<file path="src/rtl/core/tks_pkg.sv">
// ----------------------------------------------------------------------------
// tks_pkg
// Shared widths, opcodes and the heap entry type of the top-K score table.
// ----------------------------------------------------------------------------
package tks_pkg;

    localparam int OPCODE_W = 2;
    localparam int PLAYER_W = 16;
    localparam int SCORE_W  = 31;
    localparam int RANK_W   = 6;

    // Item opcodes; the fourth code is ignored
    localparam logic [OPCODE_W-1:0] OP_INSERT  = 2'd0;
    localparam logic [OPCODE_W-1:0] OP_CLEAR   = 2'd1;
    localparam logic [OPCODE_W-1:0] OP_READOUT = 2'd2;

    typedef struct packed {
        logic [PLAYER_W-1:0] player;
        logic [SCORE_W-1:0]  score;
    } entry_t;

    localparam int ENTRY_W = $bits(entry_t);

endpackage

</file>
<file path="src/rtl/core/tks_if.sv">
// ----------------------------------------------------------------------------
// tks_if
// Valid/ready channels of the top-K score table: item input, ranked output.
// ----------------------------------------------------------------------------
interface tks_item_if;
    import tks_pkg::*;

    logic                valid;
    logic                ready;
    logic [OPCODE_W-1:0] opcode;
    logic [PLAYER_W-1:0] player_id;
    logic [SCORE_W-1:0]  new_score;

    modport source (output valid, output opcode, output player_id, output new_score,
                    input ready);
    modport sink   (input valid, input opcode, input player_id, input new_score,
                    output ready);
endinterface

interface tks_result_if;
    import tks_pkg::*;

    logic                valid;
    logic                ready;
    logic [PLAYER_W-1:0] ranked_player;
    logic [SCORE_W-1:0]  ranked_score;
    logic [RANK_W-1:0]   rank_position;
    logic                last_of_list;

    modport source (output valid, output ranked_player, output ranked_score,
                    output rank_position, output last_of_list, input ready);
    modport sink   (input valid, input ranked_player, input ranked_score,
                    input rank_position, input last_of_list, output ready);
endinterface

</file>
<file path="src/rtl/core/tks_ram.sv">
// ----------------------------------------------------------------------------
// tks_ram
// Generic RAM: one write port, two read ports, registered read data.
// ----------------------------------------------------------------------------
module tks_ram #(
    parameter int WIDTH = 8,
    parameter int DEPTH = 16
) (
    input  logic                                     clk,
    input  logic                                     we,
    input  logic [((DEPTH > 1) ? $clog2(DEPTH) : 1)-1:0] waddr,
    input  logic [WIDTH-1:0]                         wdata,
    input  logic [((DEPTH > 1) ? $clog2(DEPTH) : 1)-1:0] raddr_a,
    output logic [WIDTH-1:0]                         rdata_a,
    input  logic [((DEPTH > 1) ? $clog2(DEPTH) : 1)-1:0] raddr_b,
    output logic [WIDTH-1:0]                         rdata_b
);

    logic [WIDTH-1:0] mem [DEPTH];

    // Write port
    always_ff @(posedge clk)
    begin
        if (we)
        begin
            mem[waddr] <= wdata;
        end
    end

    // Registered read ports
    always_ff @(posedge clk)
    begin
        rdata_a <= mem[raddr_a];
        rdata_b <= mem[raddr_b];
    end

endmodule

</file>
<file path="src/rtl/core/top_k_score_min_heap.sv">
// ----------------------------------------------------------------------------
// top_k_score_min_heap
// Insert: a read step and a compare step, in one compare unit, for each heap level
// moved through; a full table first checks the root, dropping a score not above it.
// Readout: the heap is copied into the sort buffer, then the remaining entries are
// scanned for each rank in turn, with output stalls; an empty table returns at once.
// Clear and the unused code finish in the transfer cycle; one item at a time.
// Reset (rst_n, async, active low) empties the table; RAM contents stay.
// ----------------------------------------------------------------------------
module top_k_score_min_heap #(
    parameter int CAPACITY = 10
) (
    input  logic         clk,
    input  logic         rst_n,
    tks_item_if.sink     item,
    tks_result_if.source result
);
    import tks_pkg::*;

    localparam int AW = (CAPACITY > 1) ? $clog2(CAPACITY) : 1;
    localparam int CW = $clog2(CAPACITY + 1);
    localparam int XW = AW + 2;

    typedef enum logic [3:0] {
        S_IDLE, S_SU_RD, S_SU_CMP, S_RT_RD, S_RT_CMP, S_SD_RD, S_SD_CMP,
        S_CP_RD, S_CP_WR, S_SS_RD, S_SS_SCAN, S_SS_ONE, S_SS_EMIT
    } state_t;

    state_t          state_reg, state_next;
    logic [CW-1:0]   cnt_reg, cnt_next;
    logic [AW-1:0]   pos_reg, pos_next;
    logic [AW-1:0]   i_reg, i_next;
    logic [AW-1:0]   j_reg, j_next;
    logic [AW-1:0]   best_idx_reg, best_idx_next;
    entry_t          best_reg, best_next;
    entry_t          new_reg, new_next;
    logic            first_reg, first_next;
    logic            out_valid_reg, out_valid_next;
    entry_t          out_entry_reg, out_entry_next;
    logic [RANK_W-1:0] out_rank_reg, out_rank_next;
    logic            out_last_reg, out_last_next;

    // Heap and sort-copy RAM ports
    logic            h_we, c_we;
    logic [AW-1:0]   h_waddr, h_raddr_a, h_raddr_b;
    logic [AW-1:0]   c_waddr, c_raddr_a, c_raddr_b;
    entry_t          h_wdata, h_rd_a, h_rd_b, c_wdata, c_rd_a, c_rd_b;

    logic [XW-1:0]   cnt_x, pos_x, i_x, j_x, left_x, right_x;
    logic [AW-1:0]   parent;
    logic            out_free, accept;
    entry_t          base;
    logic [AW-1:0]   base_idx;

    tks_ram #(.WIDTH(ENTRY_W), .DEPTH(CAPACITY)) u_heap_ram (
        .clk     (clk),
        .we      (h_we),
        .waddr   (h_waddr),
        .wdata   (h_wdata),
        .raddr_a (h_raddr_a),
        .rdata_a (h_rd_a),
        .raddr_b (h_raddr_b),
        .rdata_b (h_rd_b)
    );

    tks_ram #(.WIDTH(ENTRY_W), .DEPTH(CAPACITY)) u_copy_ram (
        .clk     (clk),
        .we      (c_we),
        .waddr   (c_waddr),
        .wdata   (c_wdata),
        .raddr_a (c_raddr_a),
        .rdata_a (c_rd_a),
        .raddr_b (c_raddr_b),
        .rdata_b (c_rd_b)
    );

    // Index arithmetic
    assign cnt_x   = XW'(cnt_reg);
    assign pos_x   = XW'(pos_reg);
    assign i_x     = XW'(i_reg);
    assign j_x     = XW'(j_reg);
    assign left_x  = (pos_x << 1) + XW'(1);
    assign right_x = (pos_x << 1) + XW'(2);
    assign parent  = (pos_reg - AW'(1)) >> 1;

    assign out_free     = !out_valid_reg || result.ready;
    assign accept       = item.valid && item.ready;
    assign item.ready   = (state_reg == S_IDLE);

    // Hold the output register
    assign result.valid         = out_valid_reg;
    assign result.ranked_player = out_entry_reg.player;
    assign result.ranked_score  = out_entry_reg.score;
    assign result.rank_position = out_rank_reg;
    assign result.last_of_list  = out_last_reg;

    // Running maximum seed for the selection scan
    assign base     = first_reg ? c_rd_b : best_reg;
    assign base_idx = first_reg ? i_reg : best_idx_reg;

    // Sequencer
    always_comb
    begin
        state_next     = state_reg;
        cnt_next       = cnt_reg;
        pos_next       = pos_reg;
        i_next         = i_reg;
        j_next         = j_reg;
        best_idx_next  = best_idx_reg;
        best_next      = best_reg;
        new_next       = new_reg;
        first_next     = first_reg;
        out_valid_next = out_valid_reg && !result.ready;
        out_entry_next = out_entry_reg;
        out_rank_next  = out_rank_reg;
        out_last_next  = out_last_reg;
        h_we           = 1'b0;
        h_waddr        = pos_reg;
        h_wdata        = new_reg;
        h_raddr_a      = '0;
        h_raddr_b      = '0;
        c_we           = 1'b0;
        c_waddr        = i_reg;
        c_wdata        = h_rd_a;
        c_raddr_a      = i_reg;
        c_raddr_b      = i_reg;

        unique case (state_reg)
            S_IDLE:
            begin
                if (accept)
                begin
                    new_next.player = item.player_id;
                    new_next.score  = item.new_score;
                    unique case (item.opcode)
                        OP_INSERT:
                        begin
                            if (cnt_reg < CW'(CAPACITY))
                            begin
                                pos_next   = cnt_reg[AW-1:0];
                                cnt_next   = cnt_reg + CW'(1);
                                state_next = S_SU_RD;
                            end
                            else
                            begin
                                state_next = S_RT_RD;
                            end
                        end
                        OP_CLEAR:
                        begin
                            cnt_next = '0;
                        end
                        OP_READOUT:
                        begin
                            i_next = '0;
                            if (cnt_reg != '0)
                            begin
                                state_next = S_CP_RD;
                            end
                        end
                        default:
                        begin
                            state_next = S_IDLE;
                        end
                    endcase
                end
            end

            // Sift up: move the hole toward the root
            S_SU_RD:
            begin
                h_raddr_a = parent;
                if (pos_reg == '0)
                begin
                    h_we       = 1'b1;
                    state_next = S_IDLE;
                end
                else
                begin
                    state_next = S_SU_CMP;
                end
            end

            S_SU_CMP:
            begin
                h_we = 1'b1;
                if (new_reg.score < h_rd_a.score)
                begin
                    h_wdata    = h_rd_a;
                    pos_next   = parent;
                    state_next = S_SU_RD;
                end
                else
                begin
                    state_next = S_IDLE;
                end
            end

            // Full table: replace the root only on a strictly greater score
            S_RT_RD:
            begin
                h_raddr_a  = '0;
                state_next = S_RT_CMP;
            end

            S_RT_CMP:
            begin
                pos_next   = '0;
                state_next = (new_reg.score > h_rd_a.score) ? S_SD_RD : S_IDLE;
            end

            // Sift down: fetch both children
            S_SD_RD:
            begin
                h_raddr_a = left_x[AW-1:0];
                h_raddr_b = (right_x < cnt_x) ? right_x[AW-1:0] : left_x[AW-1:0];
                if (left_x >= cnt_x)
                begin
                    h_we       = 1'b1;
                    state_next = S_IDLE;
                end
                else
                begin
                    state_next = S_SD_CMP;
                end
            end

            S_SD_CMP:
            begin
                h_we = 1'b1;
                if ((right_x < cnt_x) && (h_rd_b.score < h_rd_a.score)
                    && (h_rd_b.score < new_reg.score))
                begin
                    h_wdata    = h_rd_b;
                    pos_next   = right_x[AW-1:0];
                    state_next = S_SD_RD;
                end
                else if (h_rd_a.score < new_reg.score)
                begin
                    h_wdata    = h_rd_a;
                    pos_next   = left_x[AW-1:0];
                    state_next = S_SD_RD;
                end
                else
                begin
                    state_next = S_IDLE;
                end
            end

            // Copy the heap into the sort buffer
            S_CP_RD:
            begin
                h_raddr_a  = i_reg;
                state_next = S_CP_WR;
            end

            S_CP_WR:
            begin
                c_we = 1'b1;
                if (i_x + XW'(1) < cnt_x)
                begin
                    i_next     = i_reg + AW'(1);
                    state_next = S_CP_RD;
                end
                else
                begin
                    i_next     = '0;
                    state_next = S_SS_RD;
                end
            end

            // Start the scan for rank i
            S_SS_RD:
            begin
                if (i_x + XW'(1) < cnt_x)
                begin
                    c_raddr_a  = i_reg + AW'(1);
                    j_next     = i_reg + AW'(1);
                    first_next = 1'b1;
                    state_next = S_SS_SCAN;
                end
                else
                begin
                    state_next = S_SS_ONE;
                end
            end

            // Keep the first strictly greater score
            S_SS_SCAN:
            begin
                first_next = 1'b0;
                if (c_rd_a.score > base.score)
                begin
                    best_next     = c_rd_a;
                    best_idx_next = j_reg;
                end
                else
                begin
                    best_next     = base;
                    best_idx_next = base_idx;
                end
                if (j_x + XW'(1) < cnt_x)
                begin
                    j_next    = j_reg + AW'(1);
                    c_raddr_a = j_reg + AW'(1);
                end
                else
                begin
                    state_next = S_SS_EMIT;
                end
            end

            S_SS_ONE:
            begin
                best_next     = c_rd_b;
                best_idx_next = i_reg;
                state_next    = S_SS_EMIT;
            end

            // Transfer rank i and swap the displaced entry into the gap
            S_SS_EMIT:
            begin
                if (out_free)
                begin
                    out_valid_next = 1'b1;
                    out_entry_next = best_reg;
                    out_rank_next  = RANK_W'(i_reg);
                    out_last_next  = (i_x + XW'(1) == cnt_x);
                    c_we           = (best_idx_reg != i_reg);
                    c_waddr        = best_idx_reg;
                    c_wdata        = c_rd_b;
                    if (i_x + XW'(1) < cnt_x)
                    begin
                        i_next     = i_reg + AW'(1);
                        state_next = S_SS_RD;
                    end
                    else
                    begin
                        state_next = S_IDLE;
                    end
                end
            end

            default:
            begin
                state_next = S_IDLE;
            end
        endcase
    end

    // State and registered outputs
    always_ff @(posedge clk or negedge rst_n)
    begin
        if (!rst_n)
        begin
            state_reg     <= S_IDLE;
            cnt_reg       <= '0;
            out_valid_reg <= 1'b0;
            first_reg     <= 1'b0;
        end
        else
        begin
            state_reg     <= state_next;
            cnt_reg       <= cnt_next;
            out_valid_reg <= out_valid_next;
            first_reg     <= first_next;
        end
    end

    // Datapath registers
    always_ff @(posedge clk)
    begin
        pos_reg       <= pos_next;
        i_reg         <= i_next;
        j_reg         <= j_next;
        best_idx_reg  <= best_idx_next;
        best_reg      <= best_next;
        new_reg       <= new_next;
        out_entry_reg <= out_entry_next;
        out_rank_reg  <= out_rank_next;
        out_last_reg  <= out_last_next;
    end

`ifndef ASSERT_OFF
    // Entry count never exceeds capacity
    a_cnt_bound: assert property (@(posedge clk) disable iff (!rst_n)
        cnt_reg <= CW'(CAPACITY))
        else $error("entry count above capacity");

    // Heap writes stay inside the held part
    a_heap_wr: assert property (@(posedge clk) disable iff (!rst_n)
        h_we |-> (XW'(h_waddr) < cnt_x))
        else $error("heap write outside held entries");

    // Sort buffer writes stay inside the copied part
    a_copy_wr: assert property (@(posedge clk) disable iff (!rst_n)
        c_we |-> (XW'(c_waddr) < cnt_x))
        else $error("sort buffer write outside copied entries");

    // A clear transfer empties the table
    a_clear: assert property (@(posedge clk) disable iff (!rst_n)
        (accept && (item.opcode == OP_CLEAR)) |=> (cnt_reg == '0))
        else $error("clear did not empty the table");

    // A new result is loaded only from the emit step
    a_emit: assert property (@(posedge clk) disable iff (!rst_n)
        (out_valid_next && !(out_valid_reg && !result.ready))
            |-> (state_reg == S_SS_EMIT))
        else $error("result loaded outside emit step");
`endif

endmodule

</file>
<file path="src/flat_wrapper.sv">
// flat-port wrapper written by rule: the top's interface ports become plain ports
module top_k_score_min_heap_flat import tks_pkg::*;
#(
    parameter int CAPACITY = 10
)
  (clk, rst_n, item_valid, item_opcode, item_player_id, item_new_score, item_ready, result_valid, result_ranked_player, result_ranked_score, result_rank_position, result_last_of_list, result_ready);
  tks_item_if item_i ();
  tks_result_if result_i ();
  input  logic clk;
  input  logic rst_n;
  input wire logic [$bits(item_i.valid)-1:0] item_valid;
  input wire logic [$bits(item_i.opcode)-1:0] item_opcode;
  input wire logic [$bits(item_i.player_id)-1:0] item_player_id;
  input wire logic [$bits(item_i.new_score)-1:0] item_new_score;
  output wire logic [$bits(item_i.ready)-1:0] item_ready;
  output wire logic [$bits(result_i.valid)-1:0] result_valid;
  output wire logic [$bits(result_i.ranked_player)-1:0] result_ranked_player;
  output wire logic [$bits(result_i.ranked_score)-1:0] result_ranked_score;
  output wire logic [$bits(result_i.rank_position)-1:0] result_rank_position;
  output wire logic [$bits(result_i.last_of_list)-1:0] result_last_of_list;
  input wire logic [$bits(result_i.ready)-1:0] result_ready;
  assign item_i.valid = item_valid;
  assign item_i.opcode = item_opcode;
  assign item_i.player_id = item_player_id;
  assign item_i.new_score = item_new_score;
  assign item_ready = item_i.ready;
  assign result_valid = result_i.valid;
  assign result_ranked_player = result_i.ranked_player;
  assign result_ranked_score = result_i.ranked_score;
  assign result_rank_position = result_i.rank_position;
  assign result_last_of_list = result_i.last_of_list;
  assign result_i.ready = result_ready;
  top_k_score_min_heap #(.CAPACITY(CAPACITY)) u_core (.clk(clk), .rst_n(rst_n), .item(item_i), .result(result_i));
endmodule
</file>
<file path="config.mk">
export PLATFORM = sky130hd
export DESIGN_NAME = top_k_score_min_heap_flat
export DESIGN_NICKNAME = d
export VERILOG_FILES = /design/src/rtl/core/tks_pkg.sv /design/src/rtl/core/tks_if.sv /design/src/rtl/core/tks_ram.sv /design/src/rtl/core/top_k_score_min_heap.sv /design/src/flat_wrapper.sv
export SDC_FILE = /design/constraint.sdc
export NUM_CORES = 2
export LEC_CHECK = 0
export BUFFER_PORTS_ARGS = -buffer_cell sky130_fd_sc_hd__buf_2
export CAP_MARGIN = 20
export CORE_MARGIN = 4
export CORE_UTILIZATION = 65
export CTS_BUF_LIST = sky130_fd_sc_hd__clkbuf_4 sky130_fd_sc_hd__clkbuf_8
export CTS_CLUSTER_DIAMETER = 100
export DETAILED_ROUTE_END_ITERATION = 8
export PLACE_DENSITY = 0.81
export SYNTH_ARGS = -nofsm -noshare
export SYNTH_HDL_FRONTEND = slang
export SYNTH_SLANG_ARGS = --single-unit
</file>
<file path="constraint.sdc">
create_clock -name clk -period 9.12 [get_ports clk]
set_clock_uncertainty 0.1 [all_clocks]
set_input_delay 0 -clock clk [delete_from_list [all_inputs] [get_ports clk]]
set_output_delay 0 -clock clk [all_outputs]
set_load 0.02 [all_outputs]
</file>
==> results.md <==
- The library cell used most frequently in the layout, excluding fill and tap cells, is sky130_fd_sc_hd__edfxtp_1.
- The internal portion of the total power is 12.9 mW.
- The post-cts repair resize count is 0.
- Row generation in the floorplan step produced 111 rows.
- For this design, the sink count on the clock tree is 1300.
- After synthesis the netlist holds a flip-flop and latch count of 1300.
- Setup repair after global routing left no endpoint under its margin.
- The capturing element type of the critical path is a flip-flop.
- The part of the total power dissipated in sequential elements is 41.7%.
- The routed layout has between 40000 and 50000 vias.
- The source of the worst register-to-register timing path is u_core.c_raddr_b[3].
- Global routing finished with a remaining overflow of 0.
- By area, the combinational part of the netlist is dominated by simple AND/OR/NAND/NOR gates.
- The static leakage is roughly 25 nW.
- The cell at the slowest stage of the critical path is sky130_fd_sc_hd__buf_4.
- The number of buffers added for setup after CTS is 0.
- The kind of start point of the critical path is a flip-flop.
- The net switching power figure is ~7.2 mW.
- Counting flops with an async set or reset pin after synthesis yields a share of 0.769%.
- The clock slew seen by the registers of the worst setup and hold paths is 0.06 ns.
- The die footprint is 0.0981 mm².
- Once routing completed, OpenROAD measured the worst setup slack at roughly 3.6 ns.
- The critical path starts at u_core.c_raddr_b[3].
- Of the total synthesized cell area, the portion taken by AND, OR, NAND and NOR gates is between 10% and 20%.
- The total I/O pin count is between 100 and 150.
- The part of the total power dissipated in the clock network is around a quarter.
- The synthesized netlist occupies a cell area of between 0.06 and 0.07 mm².
- The die is about 310 µm wide.
- Combinational logic is responsible for roughly 33% of the overall power.
- The routability-driven placement congestion ratio is about 0.90.
- The post-synthesis share of cell area spent on xor and xnor gates is less than 1%.
- The worst register-to-register path has a setup slack of roughly 3.6 ns.
- The clock reaches the later pin of the worst-skew pair after 0.88 ns.
- For this run, the leading register cell type out of synthesis is sky130_fd_sc_hd__edfxtp_1.
- The number of buffers inserted during clock tree synthesis is between 150 and 200.
- Setup violations remaining at the end of the flow were counted as 0.
- The layout overhead on the synthesized area is 11.0%.
- The post-synthesis compound-gate area fraction is 8.99%.
- Across the VDD grid, the largest voltage drop is roughly 0.00020 V.
- The flow ran to the end, and the final reports show no timing, DRC or antenna violations.
- Walking the worst path, the cells encountered are clkinv_2 > xnor2_1 > inv_1 > ha_1 > nand4b_1 > o211a_2 > and3_1 > a311o_2 > buf_4 > mux2i_1 > mux2i_1 > o22ai_1 > a21oi_1.
- The setup slack at placement is about 3.7 ns.
- Net switching is around 36% of the power.
- The height of the die is between 300 and 400 µm.
- After the first detailed-routing iteration, the DRC count stood at ~6300.
- Once placement completed, the tool counted placed cells totaling between 5000 and 6000.
- Summing all placed instances gives a cell area of approximately 0.062 mm².
- By instance count, the cell type seen most on the critical path is sky130_fd_sc_hd__mux2i_1.
- The initial cell density of the core is 65.8%.
- By area the synthesized netlist is led by sky130_fd_sc_hd__edfxtp_1, sky130_fd_sc_hd__mux2i_1, sky130_fd_sc_hd__nand2_1.
- The stage delay of the slowest cell on the critical path is ~0.92 ns.
- At the pin with the least slew margin, the transition time is roughly 1.2 ns.
- The worst reg2reg path endpoint is u_core.u_copy_ram.rdata_a[39].
- In the final routed layout, each cell accounts on average for roughly 26 µm.
- The proportion of synthesized chip area in sequential cells is 61.3%.
- Along the worst hold path, the cell count comes to 4.
- For this run, the number of standard cells in the final layout without fillers is about 6500.
- Dividing the detail-routed via count by the number of cells gives ~6.7.
- The area of the placeable core is ~0.09 mm².
- CTS placed an instance of sky130_fd_sc_hd__clkbuf_8 at the clock tree root.
- In the final layout, the share of cells above drive strength 1 is between 10% and 20%.
- Summed over its instances, the top area cell type makes up a little over half of the synthesized netlist area.
- The count of maximum capacitance violations is 0.
- The net count of the finished layout is 5257.
- After layout, the design draws a total of roughly 20 mW.
- The via count of the first global-routing pass is 43200.
- The aggregate negative setup slack is 0 ns.
- TritonCTS built the clock tree.
- The total global-route track usage is between 30% and 40%.
- The capture point of the worst path is u_core.u_copy_ram.rdata_a[39].
- The number of warnings printed during yosys synthesis is 0.
- Measured on the finished design, the core utilization comes to approximately 73%.
- The final critical path takes up around three fifths of the cycle.
- The critical path class is reg2reg.
- The cell type contributing the most total cell area after synthesis is sky130_fd_sc_hd__edfxtp_1.
- The netlist uses 74 different library cells.
- The time the final worst path needs with I/O delays and setup is roughly 5.6 ns.
- The synthesized design contains about 1100 enable-type register cells.
- Of the total synthesized cell area, the portion taken by full adders, half adders and majority gates is about 3.0%.
- STA puts the critical path data required time at approximately 9.7 ns.
- The worst reg2reg path depth is 13.
- The remaining antenna violation count is 0.
- The instance count of the mapped netlist is 4939.
- The filler cells instantiated in the layout total slightly below 6000.
- Leaving out fill and tap cells, the most frequent cells in the layout are sky130_fd_sc_hd__edfxtp_1, sky130_fd_sc_hd__nand2_1, sky130_fd_sc_hd__mux2i_1.
- The power density over cell area is approximately 300 mW/mm².
- The number of buffers on the longest clock path is 3.
- The CTS H-tree depth is 4.
- The worst hold margin is about 0.1 ns.
- The number of DRC violations after detailed routing is 0.
- Static timing analysis puts the maximum clock frequency at between 150 and 200 MHz.
- The number of I/O port buffers is around 110.
- Of all nets on the critical path, the largest fanout is 60.
- The first global-routing pass estimated roughly 250000 µm of wire.
- The first-pass detailed-route iteration total is 7.
- Buffers inserted to repair hold after CTS numbered 104.
- Measured against its own limit, the worst slew margin works out to 20.4%.
- The number of slew-limit violations in the final report is 0.
- The area of all placed cells without fillers is 0.0672 mm².
- The largest registers in the layout are u_core.u_copy_ram.mem: 470 flops, u_core.u_heap_ram.mem: 470 flops.
- The total wire length is roughly 170000 µm.
- The data arrival time of the critical path is ~6.2 ns.
- The initial antenna violation count is 10.
- In this run the worst hold path is classified as in2reg.
- The final-report hold violation count is 0.
- After legalization and detailed placement, the total HPWL measured around 89000 µm.
- Each instance of the synthesized netlist takes up on average 12.3 µm².
- After synthesis, the share of cell area in mux cells is approximately 11%.
- The pin count of the biggest net entering global routing is approximately 210.
==> Yosys cell counts (3+ instances only) <==
master                     instances
sky130_fd_sc_hd__a211oi_1        103
sky130_fd_sc_hd__a21boi_1          3
sky130_fd_sc_hd__a21o_1           19
sky130_fd_sc_hd__a21oi_1         111
sky130_fd_sc_hd__a22o_1           17
sky130_fd_sc_hd__a311oi_1        142
sky130_fd_sc_hd__a31oi_1         106
sky130_fd_sc_hd__and2_1            7
sky130_fd_sc_hd__and3_1          147
sky130_fd_sc_hd__and4_1            3
sky130_fd_sc_hd__buf_1            27
sky130_fd_sc_hd__buf_2            98
sky130_fd_sc_hd__buf_4             4
sky130_fd_sc_hd__buf_6            16
sky130_fd_sc_hd__clkbuf_1        213
sky130_fd_sc_hd__dfrtp_1          10
sky130_fd_sc_hd__dfxtp_1         188
sky130_fd_sc_hd__edfxtp_1       1102
sky130_fd_sc_hd__ha_1            144
sky130_fd_sc_hd__inv_1           148
sky130_fd_sc_hd__inv_2             3
sky130_fd_sc_hd__mux2_2           37
sky130_fd_sc_hd__mux2i_1         395
sky130_fd_sc_hd__mux4_2           94
sky130_fd_sc_hd__nand2_1        1037
sky130_fd_sc_hd__nand2b_1          7
sky130_fd_sc_hd__nand3_1         308
sky130_fd_sc_hd__nand3b_1          3
sky130_fd_sc_hd__nand4_1          28
sky130_fd_sc_hd__nor2_1           48
sky130_fd_sc_hd__nor2b_1          53
sky130_fd_sc_hd__nor3_1           16
sky130_fd_sc_hd__nor3b_1           3
sky130_fd_sc_hd__nor4_1           10
sky130_fd_sc_hd__o211ai_1          9
sky130_fd_sc_hd__o21ai_0          76
sky130_fd_sc_hd__o221ai_1         48
sky130_fd_sc_hd__o22ai_1          50
sky130_fd_sc_hd__o31a_1           49
sky130_fd_sc_hd__xnor2_1           8
sky130_fd_sc_hd__xor2_1            5
==> logic make-up (layout without fill, tap and decap cells) <==
| kind of cell | after synthesis | after routing |
|---|---|---|
| mux | 526 | 526 |
| compound gates | 764 | 764 |
| fa+ha+maj | 144 | 144 |
| buf+inv | 510 | 807 |
| simple gates | 1681 | 1681 |
| xor+xnor | 13 | 13 |
| flops | 1300 | 1300 |
| other cells | 1 | 4 |
==> critical path: cells and delay by family, from the launching register on <==
kind                     cells  cell delay, ns
buffers and inverters        3            1.79
AO/OA/AOI/OAI                4            1.25
XOR/XNOR                     1            0.58
flip-flops                   1            0.54
multiplexers                 2            0.43
AND/OR/NAND/NOR              2            0.33
adder cells (fa/ha/maj)      1            0.32
==> metal layers <==
metal	part of all wire, %	track usage (%)	up-vias
li1	-	-	18900
met1	36	42.8	21100
met2	47	53.9	3128
met3	12	7.76	585
met4	4.5	15.9	4
met5	0.016	0	-
==> worst min-delay path by stage <==
stage / end / from / slack, ns
6_report: u_core.result.valid / result_ready / 0.1
5_1_grt: u_core.result.valid / result_ready / 0.07
4_1_cts: u_core.result.valid / result_ready / 0.007
3_5_place_dp: u_core.cnt_reg[2] / rst_n / -0.20
3_3_place_gp: u_core.cnt_reg[2] / rst_n / -0.20
2_1_floorplan: u_core.cnt_reg[0] / rst_n / -0.40
==> power groups by stage <==
stage	sequential [mW]	clock (mW)	combinational [mW]
final	8.36	5.04	6.63
after global routing	8.41	5.38	7.08
after CTS	8.34	5.07	6.44
after detailed placement	8.45	0	6.38
after global placement	8.42	0	6.18
after floorplan	8.26	0	4.52
==> area by class of cell <==
| class | count | area (µm²) | share of cell area [%] |
|---|---|---|---|
| tap | 1243 | 1560 | 2.31 |
| clock buffer | 302 | 3670 | 5.47 |
| multi-input combinational | 3130 | 21600 | 32.1 |
| clock inverter | 76 | 559 | 0.832 |
| sequential | 1300 | 37100 | 55.2 |
| antenna | 2 | 5.00 | 0.00745 |
| timing repair buffer | 277 | 2130 | 3.18 |
| inverter | 152 | 577 | 0.858 |
Power figures use the tool's default switching activity.
